[config.mk]
export PLATFORM = sky130hd
export DESIGN_NAME = mcpd_ram
export DESIGN_NICKNAME = d
export VERILOG_FILES = /design/src/hw/rtl/mcpd_ram.sv
export SDC_FILE = /design/constraint.sdc
export NUM_CORES = 1
export LEC_CHECK = 0
export BUFFER_PORTS_ARGS = -buffer_cell sky130_fd_sc_hd__buf_2
export CAP_MARGIN = 30
export CORE_UTILIZATION = 55
export DETAILED_ROUTE_END_ITERATION = 8
export GPL_ROUTABILITY_DRIVEN = 0
export PLACE_DENSITY_LB_ADDON = 0.15
export SLEW_MARGIN = 20
export SYNTH_ARGS = -nofsm -noshare
export SYNTH_HDL_FRONTEND = slang
export SYNTH_SLANG_ARGS = --single-unit
[constraint.sdc]
create_clock -name clk -period 4.7 [get_ports clk]
set_input_delay 0.705 -clock clk [delete_from_list [all_inputs] [get_ports clk]]
set_output_delay 0.705 -clock clk [all_outputs]
set_load 0.01 [all_outputs]
[src/hw/rtl/mcpd_ram.sv]
// Generic single-port RAM with registered read data.
// No dependencies.
`timescale 1ns / 1ps

module mcpd_ram #(
	parameter int WIDTH = 8,
	parameter int DEPTH = 16
) (
	input  logic                     clk,
	input  logic                     en,
	input  logic                     we,
	input  logic [$clog2(DEPTH)-1:0] addr,
	input  logic [WIDTH-1:0]         wdata,
	output logic [WIDTH-1:0]         rdata
);

	logic [WIDTH-1:0] mem [DEPTH];
	logic [WIDTH-1:0] rdata_q;

	always_ff @(posedge clk) begin
		if (en) begin
			if (we) begin
				mem[addr] <= wdata;
			end else begin
				rdata_q <= mem[addr];
			end
		end
	end

	assign rdata = rdata_q;

endmodule

==> impl_metrics.csv <==
group,metric,value,unit
timing,slew_headroom,0.408,
worst_setup_path,regToRegSetupSlack,3.09,ns
timing,max_freq,399,MHz
worst_setup_path,cp.arrival,2.63,ns
die,die-area,0.00992,mm2
final_layout,fin_nets,282,
yosys,synth_edf_count,136,
power_and_ir_drop,finalPower,0.00265,W
yosys,synth_common_cells,"edfxtp_1 (136), a22oi_1 (16), mux4_1 (16), mux4_2 (16), nor2_1 (13)",
global_routing,overflow,0,
timing,hold_slack,0.608,ns
timing,final-setup-viol-count,0,
yosys,avgSynthCellArea,22.4,um2
cts,cts_sinks,136,
worst_setup_path,crit_family,"simple AND/OR/NAND/NOR gates",
yosys,post-synth-top-area-fraction,0.780,
placement,io_buffer_count,22,
cts,postCtsHoldBufs,0,
die,die_h,99.6,um
cts,htreeDepth,4,
final_layout,fillers,615,
cts,post_cts_buffers,0,
worst_setup_path,critPathRequiredTime,4.83,ns
detailed_routing,drt_iter0_drc,221,
timing,skew,0.00547,ns
min_path,hold_class,"in -> reg",
global_routing,grt_usage,0.212,
yosys,ys_top_cells_by_area,"edfxtp_1 (78%), mux4_1 (8.0%), mux4_2 (6.9%)",
worst_setup_path,worstSetupEndpointType,"flop",
worst_setup_path,crit_slowest_cell,"nor2_1",
yosys,synthCells,234,
detailed_routing,vias,2399,
yosys,synth_mux_area_frac,0.149,
worst_setup_path,r2r_end,"rdata[0]$_DFFE_PP_",
die,die_x,99.6,um
timing,tightestPinTransition,0.885,ns
cts,cts-resized-gates,0,
placement,dp_cells,377,
detailed_routing,route.met2.wl,4.63,mm
placement,place_hpwl,5.88,mm
timing,grt_setup_unrepaired,"no",
power_and_ir_drop,cellLeakagePower,1.98,nW
detailed_routing,top_layer,"met4",
power_and_ir_drop,peakVddDrop,248,uV
cts,clock-root-buffer,"clkbuf_8",
yosys,synth_top_family_by_area,"multiplexers",
timing,drv_slew,0,
worst_setup_path,reg2reg_from,"mem[10][0]$_DFFE_PP_",
final_layout,post_route_cells_drive_above_1_share,0.244,
die,start_util,0.567,
min_path,holdPathStages,1,
worst_setup_path,critPathMaxStageDelay,0.73,ns
yosys,synthFlopType,"edfxtp_1",
yosys,ys_seq_elements,136,
yosys,syn_nets,249,
detailed_routing,drc_errors,0,
yosys,syn_area,0.00524,mm2
timing,fin_crit_sh,0.533,
final_layout,diodes,0,
die,std_cell_rows,35,
timing,finalHoldViolCount,0,
global_routing,grt_pass1_vias,2466,
worst_setup_path,setup.worst_path.class,"in -> reg",
worst_setup_path,crit_fanout,23,
final_layout,layoutNonFillerInstCount,408,
min_path,worstHoldStart,"wdata[6]",
cts,clkTransAtPathRegs,0.06,ns
cts,cts_max_path_buffers,2,
timing,setup-tns-final,0,ns
yosys,synth_fa_ha_area_frac,0,
yosys,synthXorXnorAreaFrac,0,
detailed_routing,drt_pass1_iterations,4,
status,outcome,"finished clean",
die,core_area,0.00924,mm2
yosys,yosysSeqAreaShare,0.780,
global_routing,antenna_found_initial,0,
job,drv_cap,0,
power_and_ir_drop,cellPowerDensity,443,mW/mm2
detailed_routing,wl_met3,657,um
min_path,hold_end,"mem[14][6]$_DFFE_PP_",
cts,clock_latency,0.51,ns
global_routing,grt_max_degree,37,
worst_setup_path,worstRegToRegCells,3,
yosys,ys_warn_count,0,
yosys,yosysMostFrequentCell,"edfxtp_1",
yosys,synth_compound_area_frac,0.0229,
yosys,synth_top_area_cell,"edfxtp_1",
global_routing,grt_first_pass_wirelength,14.3,mm
worst_setup_path,startpoint_type,"input pin",
yosys,yosysUniqueCellTypes,18,
detailed_routing,wl_per_cell,23.4,um
yosys,yosys.area_share.simple,0.0332,
cts,cts_buffers,17,
detailed_routing,viasPerCell,5.88,
timing,finalCriticalPeriod,2.50,ns
worst_setup_path,path_cells,"buf_2 > buf_4 > nand4b_1 > nor2_1",
worst_setup_path,worst-path-buf-inv,2,
yosys,postSynth.asyncResetShare,0,
detailed_routing,wl_met1,4.07,mm
detailed_routing,ant_nets,0,
cts,cts_tree,"done",
detailed_routing,drt-total-wl,9.53,mm
die,io_pins,23,
final_layout,syn_to_final_growth,14.5,%
==> placed cells by master (no fill, tap or decap) <==
master      netlist  layout
clkbuf_8          0       1
and2_1            1       1
or3_1             1       1
mux4_2           16      16
clkinv_2          0       4
edfxtp_1        136     136
buf_2             3      24
nor2b_1           3       3
clkbuf_16         0      16
mux4_1           16      16
clkbuf_1          5       2
clkinv_1          0       4
bufinv_16         0       2
a22oi_1          16      16
nand4_1           1       1
nor2_1           13      13
nor3_1            4       4
nand2b_1          2       2
buf_4             0       3
nand4b_1          2       2
nand2_1          10      10
clkinvlp_4        0       2
==> cells by family (layout without fill, tap and decap cells) <==
| kind of cell | count (synthesis) | in the layout |
|---|---|---|
| compound gates | 16 | 16 |
| buf+inv | 13 | 58 |
| flops | 136 | 136 |
| mux | 32 | 32 |
| simple gates | 37 | 37 |
==> layout make-up <==
type / count / area, um2 / share of cell area
multi-input cells: 85 / 1070 / 0.179
repair buffers: 27 / 143 / 0.0238
flip-flops and latches: 136 / 4080 / 0.681
clock buffers: 19 / 422 / 0.0703
well taps: 129 / 161 / 0.0269
clock inverters: 12 / 110 / 0.0184
==> state kept, by name, summed over array words and instances, names as in the netlist <==
| register | count |
|---|---|
| mem | 128 |
| rdata | 8 |
==> metrics by stage <==
| stage | util | worst slack [ns] | area [um2] |
|---|---|---|---|
| after detailed placement | 0.591 | 1.70 | 5460 |
| after global routing | 0.649 | 2.03 | 5990 |
| after global placement | 0.590 | 1.59 | 5450 |
| final | 0.649 | 2.20 | 5990 |
| after CTS | 0.649 | 2.23 | 5990 |
| after floorplan | - | 2.27 | 5240 |
==> worst register-to-register path, delay by kind of cell (launching register included) <==
family / cells / cell delay, ns
mux: 1 / 0.56
compound gates: 1 / 0.31
simple gates: 1 / 0.11
flops: 1 / 0.37
==> per-layer routing <==
layer | up-vias | global-route usage
met3 | 14 | 0.0569
li1 | 1068 | -
met2 | 85 | 0.319
met5 | - | 0
met4 | 0 | 0.0939
met1 | 1232 | 0.296
==> power breakdown <==
| part | internal, W | leakage (nW) | switching, W | total, W |
|---|---|---|---|---|
| clock network | 0.000738 | 0.257 | 0.000449 | 0.00119 |
| logic | 0.0000413 | 0.492 | 0.0000677 | 0.000109 |
| registers | 0.00135 | 1.23 | 0.00000338 | 0.00136 |
==> worst max path at each step <==
stage / start / end / slack, ns / cells after the start
4_1_cts: addr[0] / mem[5][6]$_DFFE_PP_ / 2.23 / 4
3_5_place_dp: addr[0] / mem[5][1]$_DFFE_PP_ / 1.70 / 4
5_1_grt: addr[0] / mem[5][7]$_DFFE_PP_ / 2.03 / 4
6_report: addr[0] / mem[5][6]$_DFFE_PP_ / 2.20 / 4
3_3_place_gp: addr[0] / mem[0][4]$_DFFE_PP_ / 1.59 / 4
2_1_floorplan: addr[0] / mem[0][0]$_DFFE_PP_ / 2.27 / 4
No activity file was read; power rests on OpenSTA's default activity.
