$ cat src/hw/rtl/mcpd_pkg.sv
// Shared types and constants for the multi-class priority deque.
// No dependencies.
`timescale 1ns / 1ps

package mcpd_pkg;

	localparam int NUM_QUEUES  = 32;
	localparam int QUEUE_DEPTH = 8;
	localparam int ID_WIDTH    = 16;

	localparam int QSEL_W  = 5;
	localparam int QIDX_W  = $clog2(NUM_QUEUES);
	localparam int SLOT_W  = $clog2(QUEUE_DEPTH);
	localparam int CNT_W   = $clog2(QUEUE_DEPTH + 1);
	localparam int SUM_W   = SLOT_W + 1;
	localparam int STORE_DEPTH = NUM_QUEUES * QUEUE_DEPTH;
	localparam int ADDR_W  = $clog2(STORE_DEPTH);
	localparam int ENTRY_W = ID_WIDTH + 1;

	typedef logic [QSEL_W-1:0]   qsel_t;
	typedef logic [QIDX_W-1:0]   qidx_t;
	typedef logic [SLOT_W-1:0]   slot_t;
	typedef logic [CNT_W-1:0]    cnt_t;
	typedef logic [ADDR_W-1:0]   addr_t;
	typedef logic [ID_WIDTH-1:0] id_t;
	typedef logic [ENTRY_W-1:0]  entry_t;

	typedef enum logic {
		KIND_ADD  = 1'b0,
		KIND_TAKE = 1'b1
	} kind_t;

	typedef enum logic [1:0] {
		RES_ADDED  = 2'd0,
		RES_FULL   = 2'd1,
		RES_SERVED = 2'd2,
		RES_EMPTY  = 2'd3
	} result_t;

	typedef struct packed {
		kind_t kind;
		qsel_t queue_select;
		id_t   entry_id;
		logic  urgent;
	} item_t;

	// outcome of one item, from the pointer table to the datapath
	typedef struct packed {
		result_t code;
		cnt_t    count;
		logic    we;
		logic    re;
		addr_t   addr;
	} dec_t;

endpackage

$ cat src/hw/rtl/mcpd_ctrl.sv
// Per-queue head pointer and fill count table plus the add/take decision.
// Depends on mcpd_pkg.
`timescale 1ns / 1ps

module mcpd_ctrl (
	input  logic           clk,
	input  logic           arst_n,
	input  mcpd_pkg::item_t item,
	input  logic           go,
	output mcpd_pkg::dec_t dec
);
	import mcpd_pkg::*;

	slot_t head_q  [NUM_QUEUES];
	cnt_t  count_q [NUM_QUEUES];

	qidx_t qidx;
	logic  in_range;
	slot_t head;
	cnt_t  cnt;
	slot_t head_dec;
	slot_t head_inc;
	logic [SUM_W-1:0] tail_sum;
	slot_t tail;
	slot_t slot;
	slot_t new_head;
	cnt_t  new_cnt;
	logic  upd;

	assign qidx     = QIDX_W'(item.queue_select);
	assign in_range = (32'(item.queue_select) < NUM_QUEUES);
	assign head     = head_q[qidx];
	assign cnt      = count_q[qidx];

	// circular wrap without a divider
	assign head_dec = (head == '0) ? SLOT_W'(QUEUE_DEPTH - 1) : head - 1'b1;
	assign head_inc = (head == SLOT_W'(QUEUE_DEPTH - 1)) ? '0 : head + 1'b1;
	assign tail_sum = SUM_W'(head) + SUM_W'(cnt);
	assign tail     = (tail_sum >= SUM_W'(QUEUE_DEPTH)) ?
		SLOT_W'(tail_sum - SUM_W'(QUEUE_DEPTH)) : SLOT_W'(tail_sum);

	always_comb begin
		dec.code  = RES_FULL;
		dec.count = '0;
		dec.we    = 1'b0;
		dec.re    = 1'b0;
		slot      = head;
		new_head  = head;
		new_cnt   = cnt;
		upd       = 1'b0;
		unique case (item.kind)
			KIND_ADD: begin
				dec.code = RES_FULL;
				if (in_range) begin
					dec.count = cnt;
					if (cnt < CNT_W'(QUEUE_DEPTH)) begin
						dec.code  = RES_ADDED;
						dec.we    = 1'b1;
						slot      = item.urgent ? head_dec : tail;
						new_head  = item.urgent ? head_dec : head;
						new_cnt   = cnt + 1'b1;
						dec.count = new_cnt;
						upd       = 1'b1;
					end
				end
			end
			KIND_TAKE: begin
				dec.code = RES_EMPTY;
				if (in_range && cnt != '0) begin
					dec.code  = RES_SERVED;
					dec.re    = 1'b1;
					slot      = head;
					new_head  = head_inc;
					new_cnt   = cnt - 1'b1;
					dec.count = new_cnt;
					upd       = 1'b1;
				end
			end
			default: begin
				dec.code = RES_FULL;
			end
		endcase
		dec.addr = ADDR_W'(qidx) * ADDR_W'(QUEUE_DEPTH) + ADDR_W'(slot);
	end

	always_ff @(posedge clk or negedge arst_n) begin
		if (!arst_n) begin
			for (int i = 0; i < NUM_QUEUES; i++) begin
				head_q[i]  <= '0;
				count_q[i] <= '0;
			end
		end else if (go && upd) begin
			head_q[qidx]  <= new_head;
			count_q[qidx] <= new_cnt;
		end
	end

endmodule

$ cat config.mk
export PLATFORM = sky130hd
export DESIGN_NAME = mcpd_ctrl
export DESIGN_NICKNAME = d
export VERILOG_FILES = /design/src/hw/rtl/mcpd_pkg.sv /design/src/hw/rtl/mcpd_ctrl.sv
export SDC_FILE = /design/constraint.sdc
export NUM_CORES = 1
export LEC_CHECK = 0
export ABC_AREA = 1
export BUFFER_PORTS_ARGS = -buffer_cell sky130_fd_sc_hd__buf_2
export CAP_MARGIN = 20
export CORE_ASPECT_RATIO = 0.9
export CORE_MARGIN = 10
export CORE_UTILIZATION = 45
export CTS_CLUSTER_SIZE = 28
export DETAILED_ROUTE_END_ITERATION = 12
export HOLD_SLACK_MARGIN = 0.02
export PLACE_DENSITY = 0.59
export SYNTH_ARGS = -nofsm -noshare
export SYNTH_HDL_FRONTEND = slang
export SYNTH_SLANG_ARGS = --single-unit
$ cat constraint.sdc
create_clock -name clk -period 2.46 [get_ports clk]
set_clock_uncertainty 0.15 [all_clocks]
set_input_delay 0.123 -clock clk [delete_from_list [all_inputs] [get_ports clk]]
set_output_delay 0.123 -clock clk [all_outputs]
set_load 0.01 [all_outputs]
==> out/qor.yml <==
outcome: "complete, but fails checks"
violations: "setup timing"
ir_drop_uv: 513
drt.antenna.violating_nets: 0
fp-row-count: 57
antenna_found_initial: 1
synth_edf_count: 0
top_level_ports: 42
synth-seq-area-share: 0.457
layout_min_cycle_time_ns: 2.99
synth_area_sq_um: 12300
dr.pass1.iters: 5
die_y_um: 177
grt_pass1_vias: 11543
synth.cells.most_frequent: "nand2_1 (1165), dfrtp_1 (224), nor2_1 (51)"
ys_types: 32
yosys.cell_count.top_type: "nand2_1"
syn_inst: 1707
p_leak_uw: 0.00904
area_growth_pct: 35.4
finalPower_uw: 10700
port_buffers: 25
hp-class: "in2async"
fp.dieW_um: 194
initial_core_util: 0.456
synth_nets: 1741
dieArea_sq_um: 34200
h-tree-depth: 1
layout-drive-gt1-share: 0.276
grt_pass1_wl_mm: 64.8
wl_per_cell_um: 18.2
min_period_over_period: 1.21
slowest_stage: "dfrtp_1"
ys.flop_type: "dfrtp_1"
overflow: 0
cts_made_buffers: 25
synthTopCellsByArea: "dfrtp_1 (46%), nand2_1 (36%), nand4_4 (5.0%), nor2_1 (1.6%), buf_4 (1.3%)"
critPathRequiredTime_ns: 2.19
cts_tree: "done"
hpwl_mm: 26.7
ctsLongestPathBuffers: 3
path_class: "reg2out"
synth_top_area_share: 0.457
finalHoldViolCount: 0
vias_per_cell: 5.11
cts.clk_slew.worst_paths_ns: 0.06
drc: 0
gp_congestion: 0.902
maxCapViolCount: 0
powerDensity_nw_per_um2: 643
clock_latency_ns: 0.54
core_area_sq_um: 26900
cp_top_family: "simple AND/OR/NAND/NOR gates"
max_freq_mhz: 335
final_nets: 1949
cts_root_buf: "clkbuf_16"
ys_warn_count: 0
grt_setup_unrepaired: "true"
critPathMaxStageDelay_ns: 0.38
yosysTopAreaCell: "dfrtp_1"
drt-initial-drc-count: 878
vias: 11677
ys_seq_elements: 224
track_usage: 0.235
synth_area_per_cell_sq_um: 7.18
cpMostUsedCell: "nand2_1"
drt_wl_total_mm: 41.6
synthArstFlopShare: 1.00
crit_path_cell_trace: "nand2_1 -> nand2_1 -> nand2_1 -> nand3_2 -> nand2_1 -> nand2_2 -> nor2_4 -> nand2_4 -> ha_4 -> fa_2 -> or2_4 -> nand3_2 -> nand3_2 -> a21boi_2 -> buf_2"
start_kind: "flop"
grt_max_degree: 72
critPathArrivalTime_ns: 2.71
fin_setup_tns_ns: -62.15
crit_path_max_fanout: 3
setup_viol: 233
finalMaxSlewViolations: 0
setup_slack_ns: -0.526
slew_headroom: 0.571
critPathBufInv: 1
clock-sinks: 224
cp-end-kind: "output pin"
worst_pin_slew_ns: 0.643
[state kept, by name, indices dropped and copies added (netlist names)]
register  cells
count_q     128
head_q       96
[cell families after synthesis]
| group | share of synthesized area |
|---|---|
| flip-flops | 0.457 |
| adder cells (fa/ha/maj) | 0.00878 |
| XOR/XNOR | 0.000715 |
| AND/OR/NAND/NOR | 0.462 |
| buffers and inverters | 0.0573 |
| AO/OA/AOI/OAI | 0.0143 |
[final timing paths]
path / startpoint / to / slack, ns / cells past startpoint
min in group clk: go / head_q[89] / 0.13 / 4
min reg2reg: count_q[26] / count_q[26] / 0.32 / 2
max reg2reg: count_q[8] / count_q[64] / -0.34 / 20
max in group asynchronous: arst_n / count_q[25] / 1.36 / 3
max: head_q[54] / dec[2] / -0.53 / 15
min: arst_n / count_q[125] / 0.004 / 2
[per-stage QoR]
| stage | util | instance area, sq um | std cells | setup slack, ns | hold slack (ns) |
|---|---|---|---|---|---|
| 3_5_place_dp | 0.531 | 14300 | 2193 | -0.513 | -0.00976 |
| 2_1_floorplan | - | 12500 | 1707 | -0.0141 | -0.323 |
| 6_report | 0.617 | 16600 | 2284 | -0.526 | 0.00425 |
| 4_1_cts | 0.607 | 16300 | 2273 | -0.584 | 0.0312 |
| 5_1_grt | 0.617 | 16600 | 2284 | -0.681 | 0.0587 |
| 3_3_place_gp | 0.531 | 14300 | 2193 | -0.487 | -0.0124 |
[what timing repair did]
item                                   in CTS  in global routing
buffers inserted                           29                 10
hold buffers                                1                  0
cloned                                      9                  2
setup endpoints to repair                 234                234
gates resized for setup                   241                 49
pin swaps                                 115                 29
endpoints found under the hold margin     224                  0
[per-layer routing]
layer,up-vias,track usage,share of wire
met5,-,0,0
met4,0,0.0894,0.033
met3,74,0.0360,0.066
met2,383,0.384,0.47
met1,5557,0.309,0.43
li1,5663,-,-
[final cells by class]
cell class	count	area, sq um
repair buffers	246	2900
flip-flops and latches	224	5610
fillers	2343	10300
clock inverters	5	25.0
inverters	68	340
diodes	1	2.50
clock buffers	36	697
well taps	354	443
multi-input cells	1350	6580
[cells in the final DEF, fill, tap and decap left out, types with 22 or more instances in the layout]
| master | Yosys | final |
|---|---|---|
| buf_6 | 11 | 41 |
| nand3_1 | 33 | 22 |
| buf_4 | 22 | 112 |
| nand4_4 | 29 | 31 |
| inv_4 | 0 | 32 |
| clkbuf_16 | 0 | 27 |
| buf_12 | 0 | 54 |
| dfrtp_1 | 224 | 224 |
| nand2_2 | 6 | 107 |
| nand2_1 | 1165 | 1048 |
| nor2_1 | 51 | 40 |
[where the power goes]
group	leakage (uW)	switching [uW]	internal, uW
clock network	0.000359	1530	1940
logic	0.00561	1660	1340
registers	0.00307	188	4000
total	0.00904	3390	7290
(Power assumes the default switching activity.)
